==> src/cau_pkg.sv <==
// shared types, widths and saturation helper for the complex arithmetic unit
`default_nettype none
package cau_pkg;

	localparam int DATA_WIDTH = 32;
	localparam int FRAC_BITS  = 16;
	localparam int CMD_W      = 3;

	// derived widths
	localparam int PW    = 2 * DATA_WIDTH;          // full product
	localparam int SW    = PW + 1;                  // signed sum of products
	localparam int RW    = PW + 1;                  // divider remainder
	localparam int SH    = DATA_WIDTH - FRAC_BITS;  // quotient headroom shift
	localparam int SHI_W = PW - FRAC_BITS;          // squared magnitude after shift

	localparam logic [SW-1:0] LIM_POS = {{(SW-DATA_WIDTH+1){1'b0}}, {(DATA_WIDTH-1){1'b1}}};
	localparam logic [SW-1:0] LIM_NEG = LIM_POS + {{(SW-1){1'b0}}, 1'b1};
	localparam logic [DATA_WIDTH-1:0] WORD_MAX = {1'b0, {(DATA_WIDTH-1){1'b1}}};
	localparam logic [DATA_WIDTH-1:0] WORD_MIN = {1'b1, {(DATA_WIDTH-1){1'b0}}};

	typedef enum logic [CMD_W-1:0] {
		CMD_ADD = 3'd0,
		CMD_SUB = 3'd1,
		CMD_MUL = 3'd2,
		CMD_DIV = 3'd3,
		CMD_MAG = 3'd4
	} cmd_t;

	typedef struct packed {
		logic [DATA_WIDTH-1:0] word;
		logic                  ovf;
	} sat_t;

	// one word in flight through the iterative section
	typedef struct packed {
		cmd_t                  cmd;
		logic [DATA_WIDTH-1:0] e_re;
		logic [DATA_WIDTH-1:0] e_im;
		logic                  e_ovf;
		logic                  dz;
		logic                  neg_re;
		logic                  neg_im;
		logic                  sat_re;
		logic                  sat_im;
		logic [RW-1:0]         rem_re;
		logic [RW-1:0]         rem_im;
		logic [DATA_WIDTH-1:0] feed_re;
		logic [DATA_WIDTH-1:0] feed_im;
		logic [DATA_WIDTH-1:0] q_re;
		logic [DATA_WIDTH-1:0] q_im;
		logic [PW-1:0]         den;
		logic [PW-1:0]         sq_op;
		logic [PW-1:0]         sq_res;
		logic [SHI_W-1:0]      s_hi;
	} iter_t;

	// sign and magnitude to a saturated word
	function automatic sat_t sat_mag(input logic neg, input logic [SW-1:0] mag);
		sat_t r;
		r.ovf = 1'b0;
		if (!neg) begin
			if (mag > LIM_POS) begin
				r.word = WORD_MAX;
				r.ovf  = 1'b1;
			end else begin
				r.word = mag[DATA_WIDTH-1:0];
			end
		end else begin
			if (mag > LIM_NEG) begin
				r.word = WORD_MIN;
				r.ovf  = 1'b1;
			end else begin
				r.word = (~mag[DATA_WIDTH-1:0]) + {{(DATA_WIDTH-1){1'b0}}, 1'b1};
			end
		end
		return r;
	endfunction

endpackage
`default_nettype wire

==> src/cau_back.sv <==
// final select and saturation into the output register
`default_nettype none
module cau_back (
	input  wire logic                            clk,
	input  wire logic                            arst_n,
	input  wire logic                            en,
	input  wire logic                            in_valid,
	input  wire cau_pkg::iter_t                  in_word,
	output logic                                 out_valid,
	output logic [cau_pkg::DATA_WIDTH-1:0]       out_re,
	output logic [cau_pkg::DATA_WIDTH-1:0]       out_im,
	output logic                                 out_ovf,
	output logic                                 out_dz
);
	import cau_pkg::*;

	logic                  v_q;
	logic [DATA_WIDTH-1:0] re_q, im_q;
	logic                  ovf_q, dz_q;

	sat_t                  s_re, s_im;
	logic [DATA_WIDTH-1:0] re_c, im_c;
	logic                  ovf_c;

	// pick the result source by command
	always_comb begin
		s_re = '0;
		s_im = '0;
		re_c = in_word.e_re;
		im_c = in_word.e_im;
		ovf_c = in_word.e_ovf;
		unique case (in_word.cmd)
			CMD_DIV: begin
				s_re = sat_mag(in_word.neg_re,
					in_word.sat_re ? {SW{1'b1}} : SW'(in_word.q_re));
				s_im = sat_mag(in_word.neg_im,
					in_word.sat_im ? {SW{1'b1}} : SW'(in_word.q_im));
				if (in_word.dz) begin
					re_c  = '0;
					im_c  = '0;
					ovf_c = 1'b0;
				end else begin
					re_c  = s_re.word;
					im_c  = s_im.word;
					ovf_c = s_re.ovf | s_im.ovf;
				end
			end
			CMD_MAG: begin
				s_re  = sat_mag(1'b0, SW'(in_word.sq_res));
				s_im  = sat_mag(1'b0, SW'(in_word.s_hi));
				re_c  = s_re.word;
				im_c  = s_im.word;
				ovf_c = s_re.ovf | s_im.ovf;
			end
			default: begin
				re_c  = in_word.e_re;
				im_c  = in_word.e_im;
				ovf_c = in_word.e_ovf;
			end
		endcase
	end

	// output valid
	always_ff @(posedge clk or negedge arst_n) begin
		if (!arst_n) begin
			v_q <= 1'b0;
		end else if (en) begin
			v_q <= in_valid;
		end
	end

	// output word
	always_ff @(posedge clk) begin
		if (en) begin
			re_q  <= re_c;
			im_q  <= im_c;
			ovf_q <= ovf_c;
			dz_q  <= in_word.dz;
		end
	end

	assign out_valid = v_q;
	assign out_re    = re_q;
	assign out_im    = im_q;
	assign out_ovf   = ovf_q;
	assign out_dz    = dz_q;

endmodule
`default_nettype wire

==> config.mk <==
export PLATFORM = sky130hd
export DESIGN_NAME = cau_back
export DESIGN_NICKNAME = d
export VERILOG_FILES = /design/src/cau_pkg.sv /design/src/cau_back.sv
export SDC_FILE = /design/constraint.sdc
export NUM_CORES = 1
export LEC_CHECK = 0
export ABC_AREA = 1
export BUFFER_PORTS_ARGS = -buffer_cell sky130_fd_sc_hd__buf_2
export CORE_AREA = 2 2 253 255
export CTS_BUF_LIST = sky130_fd_sc_hd__clkbuf_2
export CTS_CLUSTER_DIAMETER = 120
export DETAILED_ROUTE_END_ITERATION = 6
export DIE_AREA = 0 0 255 257
export PLACE_DENSITY = 0.36
export SKIP_CTS_REPAIR_TIMING = 1
export SYNTH_ARGS = -nofsm -noshare
export SYNTH_HDL_FRONTEND = slang
export SYNTH_SLANG_ARGS = --single-unit
export TNS_END_PERCENT = 30
==> constraint.sdc <==
create_clock -name clk -period 0.8 [get_ports clk]
set_input_delay 0.16 -clock clk [delete_from_list [all_inputs] [get_ports clk]]
set_output_delay 0.16 -clock clk [all_outputs]
set_load 0.02 [all_outputs]
Word level (Yosys, flattened, before mapping). Index checks and enable logic that the tools add are counted.

Register bits: 67. Input bits: 575. Output and inout bits: 67.

Add/subtract/negate cells: 2. Order comparisons: 6. Eq/ne operators: 2. Multiplexer cells: 26. Bitwise logic cells: 4.

Operators with widths (number): $mux W32 (8); $mux W33 (6); $gt A65 B31 Y1 const B (2); $gt A65 B32 Y1 const B (2); $mux W65 (2); $pmux W32 S2 (2); $add A32 B1 Y32 const B (2); $gt A64 B31 Y1 const B (1); $not A32 Y32 (2); $gt A48 B31 Y1 const B (1); $mux W1 (7); $eq A3 B2 Y1 const B (1); $eq A3 B3 Y1 const B (1); $or A1 B1 Y1 (2); $pmux W1 S2 (1).

Depth between registers and ports, before layout.
Word-level depth: 9. Mapped depth: 17.

Worst setup path after synthesis. Ideal clock, no wire load.

Kind: input-to-reg. From: input in_word[499] (netlist bit). To: register re_q[22] (netlist: out_re[22]), data pin. Arrival: 1.887 ns. Required time: 0.543 ns. Setup slack: -1.344 ns. Stages on the path: 14. Cells stage by stage: buf_6 buf_6 buf_4 nor2_1 ha_1 nand3_1 nor2_1 nand2_1 nor2_1 nand3_1 xor2_1 nand2_1 nand3_1 nand2_1.

Longest elaborated chain between the ends: 8.

RTL lines: from (decl) (line cau_back.sv:8) `input wire cau_pkg::iter_t in_word,`; $mux W65 (*) (line cau_back.sv:35) `in_word.sat_re ? {SW{1'b1}} : SW'(in_word.q_re));`; parallel branches: the longest is 3 deep, another holds $gt A65 B31 Y1; $mux W33 (*) (line cau_pkg.sv:61) `if (!neg) begin`; $mux W33 (*) (line cau_back.sv:32) `unique case (in_word.cmd)`; $mux W32 (*) (line cau_back.sv:38) `if (in_word.dz) begin`; $pmux W32 S2 (*) (line cau_back.sv:32); net re_c[22] (line cau_back.sv:22) `logic [DATA_WIDTH-1:0] re_c, im_c;`; to (signal assigned) (line cau_back.sv:75) `re_q <= re_c;`; to (decl) (line cau_back.sv:18) `logic [DATA_WIDTH-1:0] re_q, im_q;`.

Mark *: on every way through the listed nets, which the timed path passes. The select of a mux whose other input is x is not followed. A chain may end at the register's enable or synchronous reset.

Worst setup path after layout.
From: register re_q[31] (netlist: out_re[31]). To: output out_re[31] (netlist bit).

RTL lines: to (decl) (line cau_back.sv:10) `output logic [cau_pkg::DATA_WIDTH-1:0] out_re,`.

No word-level cell between the ends.

==> results.txt <==
The run finished, with violations left. The final reports fail on hold timing, setup timing. For the pin with the worst max-slew slack, the measured transition is 0.482 ns. For this run, design rule violations remaining after detail routing come to 0. The prevailing post-synth register cell is edfxtp_1. The number of nets in the layout is 2506.

The number of placement rows is 92. The global-route usage over all layers is 13.4%. The minimum clock period after layout is 1.56 ns. The reported max-cap violation count is 0. The post-place instance area came out at 0.0122 mm^2.

The number of flops mapped to enable cells by yosys came out at between 60 and 70. Each instance of the synthesized netlist takes up on average 6.06 um^2. The analysis attributes to net switching a power of 4.83 mW. The endpoint class of the critical path is an output pin. Sorting the synthesized cells by how often they occur yields nand2_1, nor2_1, nand3_1, inv_1, edfxtp_1. The kind of cell adding the most delay to the critical path is flip-flops.

The worst hold path belongs to the class primary input to flop. The core footprint came out at about 0.063 mm^2. The congestion estimate from routability-driven global placement came to roughly 0.90. The number of hold violations in the final report is 2. The largest buffer count on any clock path is 2.

The total number of H-tree levels is 3. IR analysis of the VDD net gives a maximum drop of ~0.00053 V. The worst slack on hold paths came out at -0.0385 ns. When the netlist entered floorplanning its net count stood at 1769. The overall power of the completed layout is 12.3 mW. The biggest fanout along the worst timing path is 1. The first global-routing pass estimated 64200 um of wire. The area added between synthesis and finish is 103%. The final count of pins violating max slew is 0. Wires add up to 46100 um.

In this run the clock root is driven by a clkbuf_2. The starting density of the core is roughly 11%. The total standard cell area after synthesis came out at about 0.0072 mm^2. On the final layout, the worst clock skew is 0 ns.

Setup repair after global routing could not meet its margin everywhere. Setup violations remaining at the end of the flow were counted as 132. The count of routing violations after the opening detailed-route iteration came out at around 530.

The share of the synthesized area in the top cell type is 27.5%. Of all cell types, the one taking the most synthesized area is edfxtp_1. Yosys instantiated no cell more often than nand2_1. TritonCTS built the clock tree. During placement, the flow inserted port buffers numbering 319.

Power spread over the standard cell area amounts to 838 mW/mm^2. The remaining global-route overflow is 0. The post-detailed-placement half-perimeter wirelength came out at 38400 um. The final worst-path cycle share came out at 195%. For the worst setup path, the data required time is approximately 0.64 ns. The total internal power is ~7.5 mW. The normalized max-slew margin is around two thirds. The worst path arrival time came out at 1.40 ns. The proportion of power drawn by combinational gates came out at 47.9%.

The flop and latch count out of synthesis came out at between 60 and 70. On the critical path, the stage with the largest delay is an instance of edfxtp_1. The die boundary height is around 260 um. The initial antenna violation count came out at 4. The per-cell routed wire length is 16.6 um. The die width came out at 255 um.

The detail-routed via count per cell came out at around 3.8. The post-route netlist has around 43% of its cells at a drive strength greater than 1. The leakage component of the power came out at 6.84 nW. The largest net degree at the start of global routing is 26. Net switching is approximately two fifths of the power.

Cells fill a little under a quarter of the core in the end. The number of ports placed on the die boundary is 642. The share of the Yosys chip area taken by registers is about 28%. The first TritonRoute pass finished after 5 iterations. The post-synthesis async set-or-reset flop share is 1.49%. The number of synthesis warnings came out at 0. The sequential power share is 36.0%. The post-layout instance area is roughly 0.015 mm^2. The clock-pin slew reported for the worst setup and hold paths after clock tree synthesis is about 0.23 ns. The number of non-filler instances in the completed layout is 2781. The clock insertion delay at the later pin of the skew report came out at 0.73 ns.

The type of the setup path with the least slack is flop to output pin. After synthesis, the cell types taking the most area are edfxtp_1, nand2_1, nand3_1, nor2_1, inv_1. The number of clock sinks is 67. The sum of buffers and inverters on the critical path is 1. STA classifies the critical path startpoint as a flop. The clock buffer count from CTS is 9. The part of the total power dissipated in the clock network came out at roughly 16%. The count of unique library cells instantiated by Yosys came out at 39. The setup slack of the critical path after layout came out at -0.761 ns. The number of cells in the design after placement came out at 2611.

The number of global-route vias before repair came out at 10400. The remaining antenna violation count came out at 0. The die outline area came out at 0.0655 mm^2. The routed layout has 10700 vias. Traced cell by cell, the critical path runs through buf_6. The worst stage delay on the critical path is 0.50 ns. The top achievable clock speed came out at around 640 MHz. Synthesis produced 1190 cells.
==> per-layer routing <==
layer / wire length (um) / up-vias / global-route usage (%) / part of all wire (%)
met2: 22000 / 354 / 22.8 / 48
met5: 13 / - / 0 / 0.028
met3: 2420 / 39 / 2.51 / 5.3
met1: 20700 / 4971 / 17.2 / 45
li1: - / 5330 / - / -
met4: 868 / 2 / 3.57 / 1.9
==> placed cells by master, fill, tap and decap left out, types with 38 or more instances in the layout <==
master,netlist,routed
dlygate4sd3_1,0,134
buf_6,13,38
nand2_1,377,356
inv_1,140,134
buf_2,5,291
edfxtp_1,66,66
nand3_1,143,136
nor2_2,11,45
nor2_1,186,125
buf_4,3,280
==> through the flow <==
| stage | setup WS (ns) | hold slack (ns) | TNS [ns] |
|---|---|---|---|
| finish | -0.761 | -0.0385 | -75.26 |
| global route | -0.943 | -0.125 | -86.26 |
| CTS | -0.987 | -1.04 | -93.37 |
| detailed placement | -1.78 | -0.0638 | -105.15 |
| global placement | -1.74 | -0.0644 | -105.84 |
| floorplan | -1.08 | -0.136 | -66.47 |
==> registers in the layout, summed over array words and instances (netlist names) <==
signal     cells
out_valid      1
out_re        32
out_dz         1
out_ovf        1
out_im        32
==> power groups by stage <==
stage          clock network [mW]  registers (mW)  logic [mW]
5_1_grt                      2.29            4.46        6.38
2_1_floorplan                   0            4.91        1.63
6_report                     1.98            4.42        5.88
3_5_place_dp                    0            4.47        4.97
3_3_place_gp                    0            4.48        5.00
4_1_cts                      2.23            4.39        4.99
==> cell families after synthesis <==
group	Yosys count	share of synthesized area, %
adders and majority gates	4	0.694
buffers and inverters	192	11.6
and+or+nand+nor	789	47.5
DFF	67	27.8
muxes	1	0.156
AOI/OAI and AO/OA	110	8.88
xor gates and xnor gates	27	3.28
==> layout make-up <==
type	count	area, um^2
timing repair inverter	2	15.0
timing repair buffer	771	5890
antenna	3	7.51
sequential	67	2010
inverter	145	571
fill	7106	48100
tap	846	1060
clock inverter	6	32.5
clock buffer	10	50.0
multi-input combinational	931	5020
==> worst paths after layout <==
check                      slack [ns]          from    endpoint  cells after the start
max reg2reg                      0.05     out_valid   out_valid                      1
max in group asynchronous        0.47        arst_n   out_valid                      3
min                             -0.04  in_word[290]  out_re[18]                      5
min reg2reg                      0.54     out_valid   out_valid                      1
max                             -0.76    out_re[31]  out_re[31]                      1
min in group asynchronous        0.23        arst_n   out_valid                      3
Note: power is estimated with default switching activity, not from simulation.
